===== config.mk =====
export PLATFORM = sky130hd
export DESIGN_NAME = overwriting_ring_buffer_with_writeback_top
export DESIGN_NICKNAME = d
export VERILOG_FILES = /design/src/sv/orbw_pkg.sv /design/src/sv/overwriting_ring_buffer_with_writeback_top.sv /design/src/sv/orbw_ram.sv /design/src/sv/orbw_ctrl.sv
export SDC_FILE = /design/constraint.sdc
export NUM_CORES = 1
export LEC_CHECK = 0
export BUFFER_PORTS_ARGS = -buffer_cell sky130_fd_sc_hd__buf_2
export CORE_MARGIN = 5
export CORE_UTILIZATION = 35
export CTS_CLUSTER_DIAMETER = 100
export DETAILED_ROUTE_END_ITERATION = 8
export GPL_TIMING_DRIVEN = 1
export SYNTH_ARGS = -nofsm -noshare
export SYNTH_HDL_FRONTEND = slang
export SYNTH_SLANG_ARGS = --single-unit
export TNS_END_PERCENT = 1

===== constraint.sdc =====
create_clock -name clk -period 13 [get_ports clk]
set_input_delay 2.6 -clock clk [delete_from_list [all_inputs] [get_ports clk]]
set_output_delay 2.6 -clock clk [all_outputs]
set_load 0.02 [all_outputs]

===== src/sv/orbw_pkg.sv =====
// Shared types and constants for the overwriting ring buffer with writeback.
package orbw_pkg;

  localparam int CAP_RESET = 16;
  localparam int OCC_W = 5;
  localparam int CFG_W = 5;

  typedef enum logic [1:0] {
    FUNC_PUT    = 2'd0,
    FUNC_PUT_WB = 2'd1,
    FUNC_GET    = 2'd2,
    FUNC_CLEAR  = 2'd3
  } func_t;

  typedef struct packed {
    logic [7:0]  table_number;
    logic [15:0] page_number;
    logic        dirty;
  } entry_t;

  typedef struct packed {
    logic             status;
    logic [7:0]       out_table;
    logic [15:0]      out_page;
    logic             out_dirty;
    logic             writeback;
    logic [OCC_W-1:0] occupancy;
    logic             is_full;
    logic             is_empty;
  } result_t;

endpackage


===== src/sv/overwriting_ring_buffer_with_writeback_top.sv =====
// Top level of the overwriting ring buffer of page descriptors with writeback.
// One operation is accepted in every cycle: busy is always low. A command
// accepted at a clock edge is registered, worked through the pointer logic in
// the next cycle, and its result is shown with done high for one cycle after
// the following edge. The entry store is a RAM with a registered read port;
// the entry at the read pointer is fetched in the cycle before it is used,
// with a bypass for an entry written in the cycle just before. The store is
// not cleared after reset and needs no clearing pass, since only written
// entries are read. The receiver cannot hold results off. A capacity write
// empties the buffer; cfg_ready is low while a command sits in the input
// register.
module overwriting_ring_buffer_with_writeback_top import orbw_pkg::*; #(
  parameter int DEPTH = 16
) (
  input  logic             clk,
  input  logic             rst,
  input  logic             start,
  output logic             busy,
  input  logic [1:0]       func,
  input  logic [7:0]       table_number,
  input  logic [15:0]      page_number,
  input  logic             dirty,
  input  logic             cfg_valid,
  output logic             cfg_ready,
  input  logic [CFG_W-1:0] cfg_data,
  output logic             done,
  output logic             status,
  output logic [7:0]       out_table,
  output logic [15:0]      out_page,
  output logic             out_dirty,
  output logic             writeback,
  output logic [OCC_W-1:0] occupancy,
  output logic             is_full,
  output logic             is_empty
);

  localparam int PTR_W = $clog2(DEPTH);

  logic             in_valid;
  func_t            in_func;
  entry_t           in_entry;
  logic             mem_we;
  logic [PTR_W-1:0] mem_waddr;
  entry_t           mem_wdata;
  logic [PTR_W-1:0] mem_raddr;
  entry_t           mem_rdata;
  result_t          res;

  assign busy      = 1'b0;
  assign cfg_ready = !in_valid;

  always_ff @(posedge clk) begin
    in_func               <= func_t'(func);
    in_entry.table_number <= table_number;
    in_entry.page_number  <= page_number;
    in_entry.dirty        <= dirty;
    status                <= res.status;
    out_table             <= res.out_table;
    out_page              <= res.out_page;
    out_dirty             <= res.out_dirty;
    writeback             <= res.writeback;
    occupancy             <= res.occupancy;
    is_full               <= res.is_full;
    is_empty              <= res.is_empty;
    if (rst) begin
      in_valid <= 1'b0;
      done     <= 1'b0;
    end else begin
      in_valid <= start && !busy;
      done     <= in_valid;
    end
  end

  orbw_ctrl #(
    .DEPTH(DEPTH)
  ) u_ctrl (
    .clk       (clk),
    .rst       (rst),
    .op_valid  (in_valid),
    .op_func   (in_func),
    .op_entry  (in_entry),
    .cfg_we    (cfg_valid && cfg_ready),
    .cfg_value (cfg_data),
    .mem_rdata (mem_rdata),
    .mem_we    (mem_we),
    .mem_waddr (mem_waddr),
    .mem_wdata (mem_wdata),
    .mem_raddr (mem_raddr),
    .res       (res)
  );

  orbw_ram #(
    .WIDTH($bits(entry_t)),
    .DEPTH(DEPTH)
  ) u_store (
    .clk   (clk),
    .we    (mem_we),
    .waddr (mem_waddr),
    .wdata (mem_wdata),
    .raddr (mem_raddr),
    .rdata (mem_rdata)
  );

endmodule


===== src/sv/orbw_ram.sv =====
// Generic single-port-write, single-port-read RAM with registered read data.
module orbw_ram #(
  parameter int WIDTH = 25,
  parameter int DEPTH = 16
) (
  input  logic                     clk,
  input  logic                     we,
  input  logic [$clog2(DEPTH)-1:0] waddr,
  input  logic [WIDTH-1:0]         wdata,
  input  logic [$clog2(DEPTH)-1:0] raddr,
  output logic [WIDTH-1:0]         rdata
);

  logic [WIDTH-1:0] mem [DEPTH];

  always_ff @(posedge clk) begin
    if (we) begin
      mem[waddr] <= wdata;
    end
    rdata <= mem[raddr];
  end

endmodule


===== src/sv/orbw_ctrl.sv =====
// Pointer, capacity and full-flag control with the per-operation result logic.
module orbw_ctrl import orbw_pkg::*; #(
  parameter int DEPTH = 16,
  localparam int PTR_W = $clog2(DEPTH),
  localparam int CAP_W = $clog2(DEPTH + 1)
) (
  input  logic             clk,
  input  logic             rst,
  input  logic             op_valid,
  input  func_t            op_func,
  input  entry_t           op_entry,
  input  logic             cfg_we,
  input  logic [CFG_W-1:0] cfg_value,
  input  entry_t           mem_rdata,
  output logic             mem_we,
  output logic [PTR_W-1:0] mem_waddr,
  output entry_t           mem_wdata,
  output logic [PTR_W-1:0] mem_raddr,
  output result_t          res
);

  localparam int RST_CAP = (DEPTH < CAP_RESET) ? DEPTH : CAP_RESET;

  logic [PTR_W-1:0] wp, wp_next;
  logic [PTR_W-1:0] rp, rp_next;
  logic             full, full_next;
  logic [CAP_W-1:0] cap, cap_next;
  logic [CAP_W-1:0] cap_eff;
  logic             byp_valid;
  logic [PTR_W-1:0] byp_addr;
  entry_t           byp_data;
  entry_t           head;
  logic             empty;
  logic [CAP_W-1:0] occ;

  function automatic logic [PTR_W-1:0] wrap_inc(input logic [PTR_W-1:0] p,
                                                 input logic [CAP_W-1:0] c);
    logic [CAP_W-1:0] n;
    n = CAP_W'(p) + CAP_W'(1);
    return (n >= c) ? '0 : n[PTR_W-1:0];
  endfunction

  // The RAM was read last cycle at the current read pointer; a write to that
  // same entry in the same cycle is taken from the bypass register instead.
  assign head  = (byp_valid && (byp_addr == rp)) ? byp_data : mem_rdata;
  assign empty = !full && (wp == rp);

  always_comb begin
    if (cfg_value == '0) begin
      cap_eff = CAP_W'(1);
    end else if (32'(cfg_value) > DEPTH) begin
      cap_eff = CAP_W'(DEPTH);
    end else begin
      cap_eff = CAP_W'(cfg_value);
    end
  end

  always_comb begin
    wp_next   = wp;
    rp_next   = rp;
    full_next = full;
    cap_next  = cap;
    mem_we    = 1'b0;
    mem_waddr = wp;
    mem_wdata = op_entry;
    res       = '0;
    if (rst) begin
      wp_next   = '0;
      rp_next   = '0;
      full_next = 1'b0;
      cap_next  = CAP_W'(RST_CAP);
    end else if (cfg_we) begin
      wp_next   = '0;
      rp_next   = '0;
      full_next = 1'b0;
      cap_next  = cap_eff;
    end else if (op_valid) begin
      case (op_func)
        FUNC_PUT, FUNC_PUT_WB: begin
          if (full) begin
            if ((op_func == FUNC_PUT_WB) && head.dirty) begin
              res.writeback = 1'b1;
              res.out_table = head.table_number;
              res.out_page  = head.page_number;
              res.out_dirty = 1'b1;
            end
            rp_next = wrap_inc(rp, cap);
          end
          mem_we    = 1'b1;
          wp_next   = wrap_inc(wp, cap);
          full_next = (wp_next == rp_next);
        end
        FUNC_GET: begin
          if (empty) begin
            res.status = 1'b1;
          end else begin
            res.out_table = head.table_number;
            res.out_page  = head.page_number;
            res.out_dirty = head.dirty;
            rp_next       = wrap_inc(rp, cap);
            full_next     = 1'b0;
          end
        end
        default: begin
          wp_next   = '0;
          rp_next   = '0;
          full_next = 1'b0;
        end
      endcase
    end

    if (full_next) begin
      occ = cap;
    end else if (wp_next >= rp_next) begin
      occ = CAP_W'(wp_next) - CAP_W'(rp_next);
    end else begin
      occ = cap + CAP_W'(wp_next) - CAP_W'(rp_next);
    end
    res.occupancy = OCC_W'(occ);
    res.is_full   = full_next;
    res.is_empty  = !full_next && (wp_next == rp_next);
  end

  assign mem_raddr = rp_next;

  always_ff @(posedge clk) begin
    wp       <= wp_next;
    rp       <= rp_next;
    full     <= full_next;
    cap      <= cap_next;
    byp_addr <= mem_waddr;
    byp_data <= mem_wdata;
    if (rst) begin
      byp_valid <= 1'b0;
    end else begin
      byp_valid <= mem_we;
    end
  end

`ifndef SYNTHESIS
  a_full_ptrs_equal: assert property (@(posedge clk) disable iff (rst)
    full |-> (wp == rp))
    else $error("Full flag set while the pointers differ.");

  a_ptrs_in_range: assert property (@(posedge clk) disable iff (rst)
    (CAP_W'(wp) < cap) && (CAP_W'(rp) < cap))
    else $error("A pointer lies at or beyond the capacity in use.");

  a_put_not_empty: assert property (@(posedge clk) disable iff (rst)
    (op_valid && !cfg_we && ((op_func == FUNC_PUT) || (op_func == FUNC_PUT_WB)))
      |=> (full || (wp != rp)))
    else $error("Buffer empty right after a put.");

  a_get_clears_full: assert property (@(posedge clk) disable iff (rst)
    (op_valid && !cfg_we && (op_func == FUNC_GET)) |=> !full)
    else $error("Buffer still full after a get.");
`endif

endmodule


==> flow_summary.toml, run 1 <==
[status]
status = "complete, no violations"

[clocking]
root_buffer = "clkbuf_16"
cts_tree = "built"
clk_latency_ps = 600
cts.path.max_buffers = 3
clk_pin_slew_ps = 60
ctsHoldBuffers = 0
clock_sinks = 531
ctsResizeCount = 0
post_cts_buffers = 0
htreeDepth = 2
cts_buffers = 55

[min_path]
min_path_cells = 2
holdPathEnd = "out_page[6]"
worstHoldStart = "u_ctrl.byp_data[7]"
hold_class = "register to register"

[timing]
fin_setup_tns_ps = 0
finalMaxSlewViolations = 0
slew_headroom_pct = 24.50
worst_slack_ps = 6844
fmax_mhz = 162.4
hold_viol_final = 0
finClkSkew_ps = 10.26
grt_setup_unrepaired = "no"
setup_violations = 0
tightest_slew_ps = 1130
period_minus_slack_ps = 6156
fin_crit_sh_pct = 47.36

[detailed_routing]
routed_wl_um = 46200
first_pass_iters = 5
drc_errors = 0
avgRoutedWirePerCell_um = 20.27
viasPerCell = 4.906
ant_nets = 0
drt_iter0_drc = 789
vias = 11180

[critical_path]
path_class = "input port to register"
required_ps = 13460
r2r_start = "u_ctrl.rp[0]"
rr_worst_depth = 23
cp-start-kind = "input port"
ff2ff_setup_slack_ps = 7470
cp_max_fo = 143
end_kind = "register"
reg2reg_to = "occupancy[4]"
arrival_ps = 6610

[pwr]
p_per_area_mw_per_mm2 = 145.6
peakVddDrop_mv = 0.08873
p_seq_share_pct = 54.1
p_clk_share_pct = 43.9
leakage_nw = 9.019
p_int_mw = 2.734
swShare_pct = 20.39
combPwrFrac_pct = 2.0
switchingPower_uw = 700.2

[placed_design]
port_buffers = 71
gp_congestion = 0.8072
dpl-instance-area_mm2 = 0.02183
dpl.hpwl_um = 24620
place_ws_ps = 6259
dp_cells = 2175

[synth]
synth.most_common_cell = "edfxtp_1"
ys_top_cells_by_area = "edfxtp_1 58%, dfxtp_1 13%, mux2i_1 8.4%, nand2_1 2.9%, mux2_2 2.1%"
synth_area_mm2 = 0.02065
ys_types = 61
ys_seq_area_share_pct = 70.86
netlist_top_cells_count = "400 x edfxtp_1, 173 x mux2i_1, 160 x nand2_1"
syn_nets = 1440
synth_top_area_share_pct = 58.16
syn_inst = 1375
synthFlopType = "edfxtp_1"
yosys_warnings = 0
syn_avg_cell_area_um2 = 15.02
synthArstFlopShare_pct = 0
ys_ff_latch = 531
yosysTopAreaCell = "edfxtp_1"
synth_edf_count = 400

[finish]
nets = 1524
n_antenna_cell = 0
seq_area_mm2 = 0.01463
n_fill_cell = 5351
multi_input_area_mm2 = 0.005608
layoutNonFillerInstCount = 2279
design_area_mm2 = 0.02359
drive_gt1_share_pct = 16.73
area_growth_pct = 14.21
post-route-util_pct = 40.19

[floorplanning]
io_pins = 73
rows = 89
fp.dieH_um = 252.9
coreArea_mm2 = 0.05869
dieArea_mm2 = 0.06396
die_x_um = 252.9
start_util_pct = 35.19

[flow_run]
cap_viol_max_count = 0

[global_routing]
grt.total_usage_pct = 14.20
antenna_found_initial = 2
grt_max_degree = 144
grt_pass1_wl_um = 69820
gr-total-overflow = 0
grt_pass1_vias = 10998
-- worst max-delay path by stage --
stage | end | from | cells past startpoint | slack (ps)
global placement | occupancy[4] | rst | 21 | 6390
CTS | occupancy[4] | rst | 21 | 6880
global route | occupancy[4] | rst | 21 | 6490
detailed placement | occupancy[4] | rst | 21 | 6260
finish | occupancy[4] | rst | 21 | 6840
floorplan | occupancy[4] | rst | 20 | 7100
-- placed cells by master, fill, tap and decap left out, types with 4 or more instances in the layout --
master	n
clkinv_1	18
ha_1	24
inv_1	28
nor4_2	20
nand4_1	4
nor2_4	12
a211oi_1	16
o22ai_1	25
fa_1	5
o21a_1	4
a211o_1	4
mux2_1	10
a21oi_1	83
buf_2	71
nand2_1	160
dfxtp_1	131
o21ai_0	11
and3_1	4
clkbuf_16	57
nor3_2	4
buf_4	18
nor2_1	43
clkbuf_1	11
clkinvlp_4	4
mux2i_1	173
nand3_1	7
nor3_1	7
nand2b_1	13
a21o_1	4
clkinv_2	6
mux2_2	39
edfxtp_1	400
xor2_1	4
nor2b_1	19
xnor2_1	13
-- state kept, by name, indices dropped and copies added (netlist names), 2 cells and up --
signal,count
u_store.rdata,25
u_store.mem,400
u_ctrl.cap,5
out_table,8
u_ctrl.byp_data,25
in_entry,25
in_func,2
u_ctrl.mem_waddr,4
out_page,16
u_ctrl.byp_addr,4
u_ctrl.rp,4
occupancy,5
-- critical path, stage by stage --
cell and delay (ps):
buf_2 200, nand2b_1 170, inv_2 100, nand2_1 100, nor3_1 70, a32oi_4 260, buf_12 660, inv_1 190
ha_1 370, inv_1 70, ha_1 160, inv_1 60, fa_1 460, inv_1 70, a21o_1 100, a21oi_1 80
xnor2_1 180, and3_1 200, nor2_1 60, a31oi_1 180, a32oi_1 120
-- stage by stage --
stage,power [mW],hold slack (ps)
global route,3.557,504.6
global placement,1.961,462.3
CTS,3.468,474.2
floorplan,1.937,362.8
finish,3.434,470.0
detailed placement,1.963,457.0
-- area by class of cell --
class / instances / area share (%)
flip-flops and latches: 531 / 62.05
multi-input cells: 751 / 23.78
clock buffers: 69 / 6.281
well taps: 773 / 4.101
repair buffers: 90 / 2.164
clock inverters: 35 / 1.151
inverters: 30 / 0.4775
-- power by group through the flow --
stage	logic (mW)	clock network [mW]	registers (mW)
3_5_place_dp	0.0686	0	1.89
6_report	0.0682	1.51	1.86
2_1_floorplan	0.0513	0	1.89
5_1_grt	0.0755	1.62	1.86
3_3_place_gp	0.0680	0	1.89
4_1_cts	0.0690	1.54	1.86
-- cell families (layout without fill, tap and decap cells) --
| group | Yosys count | count (layout) | synth area share (%) |
|---|---|---|---|
| flip-flops | 531 | 531 | 70.86 |
| AND/OR/NAND/NOR | 306 | 306 | 7.295 |
| multiplexers | 222 | 222 | 11.06 |
| AO/OA/AOI/OAI | 176 | 176 | 5.441 |
| buffers and inverters | 93 | 224 | 2.666 |
| adder cells (fa/ha/maj) | 29 | 29 | 1.939 |
| XOR/XNOR | 17 | 17 | 0.7210 |
| other | 1 | 1 | 0.01816 |
-- per-layer routing --
metal	GRT usage, %	part of all wire, %
met4	3.131	1.5
met2	22.85	47
met1	20.20	46
met3	2.712	5.6
met5	0	0.015
Note: power is estimated with default switching activity, not from simulation.
==> inputs of run 2 (changes only) <==
Clock period 13 ns to 5.1 ns, I/O delays scaled along.
==> run 2 against run 1 <==
Net effect:
- clock-buffer cell count increased by 10
- power grew to 2.6 times the previous value
- cell area grew 0.49%
- cell count increased by 0.35%
- largest cell class unchanged
- combinational power grew to 2.6 times the previous value
- routed wire length grew 2.5%
==> flow_summary.toml, run 2 (synthesis gave the netlist of run 1 again) <==
[min_path]
holdPathEnd = "out_table[2]"
worstHoldStart = "u_store.rdata[19]"
min_path_cells = 2
hold_class = "register to register"

[global_routing]
grt_pass1_wl_um = 71410
grt_pass1_vias = 11534
gr-total-overflow = 0
grt.total_usage_pct = 14.50
grt_max_degree = 106
antenna_found_initial = 0

[finish]
n_fill_cell = 5347
multi_input_area_mm2 = 0.005610
layoutNonFillerInstCount = 2287
area_growth_pct = 14.77
drive_gt1_share_pct = 17.44
largest_reg_flops = 400
n_antenna_cell = 0
regMostFlops = "u_store.mem"
nets = 1533
seq_area_mm2 = 0.01463
final_common_cell = "edfxtp_1"
design_area_mm2 = 0.02370
final_cell_mix = "400 x edfxtp_1, 173 x mux2i_1, 159 x nand2_1"

[timing]
hold_viol_final = 0
setup_violations = 0
period_minus_slack_ps = 4731
fin_crit_sh_pct = 92.76
finalMaxSlewViolations = 0
fin_setup_tns_ps = 0
fmax_mhz = 211.4
grt_setup_unrepaired = "no"
slew_headroom_pct = 27.18
finClkSkew_ps = 16.02
tightest_slew_ps = 1090

[clocking]
post_cts_buffers = 0
root_buffer = "clkbuf_16"
cts.path.max_buffers = 3
ctsResizeCount = 0
cts_buffers = 54
clk_latency_ps = 600
ctsHoldBuffers = 0
cts_tree = "built"
clk_pin_slew_ps = 60
htreeDepth = 2
clock_sinks = 531

[floorplanning]
io_pins = 73
rows = 89
die_x_um = 252.9
dieArea_mm2 = 0.06396
coreArea_mm2 = 0.05869
fp.dieH_um = 252.9
start_util_pct = 35.19

[detailed_routing]
first_pass_iters = 5
viasPerCell = 4.995
drt_iter0_drc = 813
routed_wl_um = 47340
ant_nets = 0
vias = 11423
avgRoutedWirePerCell_um = 20.70
drc_errors = 0

[pwr]
p_clk_share_pct = 44.6
p_int_mw = 7.086
switchingPower_mw = 1.782
swShare_pct = 20.09
leakage_nw = 9.106
p_per_area_mw_per_mm2 = 374.2
combPwrFrac_pct = 2.0
p_seq_share_pct = 53.4
peakVddDrop_mv = 0.2543

[critical_path]
arrival_ps = 5190
reg2reg_to = "occupancy[4]"
cp_num_buf_inv = 3
cp_max_fo = 7
r2r_start = "u_ctrl.rp[0]"
critPathTopFamily = "adder cells"
ff2ff_setup_slack_ps = 370
cp-start-kind = "register"
cpMaxStageDelayCell = "fa_1"
critical_path.max_stage_delay_ps = 510
setup.worst_path.start = "u_ctrl.rp[0]"
end_kind = "register"
path_class = "register to register"
required_ps = 5560
rr_worst_depth = 21
crit_chain = "ha_1 > nand2b_1 > nand2_1 > ha_1 > a211oi_2 > o21ai_0 > a21oi_1 > nand4_1 > o211ai_4 > inv_2 > fa_1 > inv_1 > fa_1 > inv_1 > a21o_1 > a21oi_1 > xnor2_1 > and3_1 > nor2_1 > a31oi_1 > a32oi_1"

[placed_design]
gp_congestion = 0.8318
port_buffers = 71
dpl.hpwl_um = 26450
dp_cells = 2185
dpl-instance-area_mm2 = 0.02192

[flow_run]
cap_viol_max_count = 0

[status]
status = "complete, no violations"
[run 2: power groups by stage]
| stage | Combinational, mW | Clock (mW) | Sequential, mW |
|---|---|---|---|
| floorplan | 0.131 | 0 | 4.81 |
| global placement | 0.175 | 0 | 4.83 |
| detailed placement | 0.177 | 0 | 4.83 |
| CTS | 0.178 | 4.06 | 4.74 |
| global route | 0.193 | 4.22 | 4.74 |
| finish | 0.176 | 3.96 | 4.74 |
[run 2: worst max-delay path by stage]
stage	endpoint	slack [ps]	cells after the start
floorplan	occupancy[4]	640	24
global placement	occupancy[4]	580	21
detailed placement	occupancy[4]	440	21
CTS	occupancy[4]	430	21
global route	occupancy[4]	70	22
finish	occupancy[4]	370	21
[run 2: per-stage QoR]
step                      power, mW  utilization, %  setup slack (ps)  hold WS [ps]
final                         8.868           40.39             369.3         461.5
after global routing          9.156           40.39             74.69         493.3
after CTS                     8.971           40.39             429.7         464.9
after detailed placement      5.008           37.36             438.3         456.1
after global placement        5.002           37.36             577.8         450.6
after floorplan               4.937               -             641.0         362.8
[run 2: cell type report]
type | count | share of cell area [%]
clock buffers | 79 | 6.440
clock inverters | 23 | 1.066
inverters | 30 | 0.4751
multi-input cells | 751 | 23.67
flip-flops and latches | 531 | 61.74
well taps | 773 | 4.081
repair buffers | 100 | 2.523
[run 2: tightest hold or removal path, cell delays in order (launching register included)]
cell,delay (ps)
dfxtp_1,310
mux2i_1,60
nor2_1,70
[run 2: routing by layer]
layer  wire length (um)  global-route usage (%)  vias up
li1                   -                       -     5296
met1              21340                   20.00     5781
met2              22510                   23.61      272
met3               2324                   2.414       74
met4               1167                   4.612        0
met5                  0                       0        -
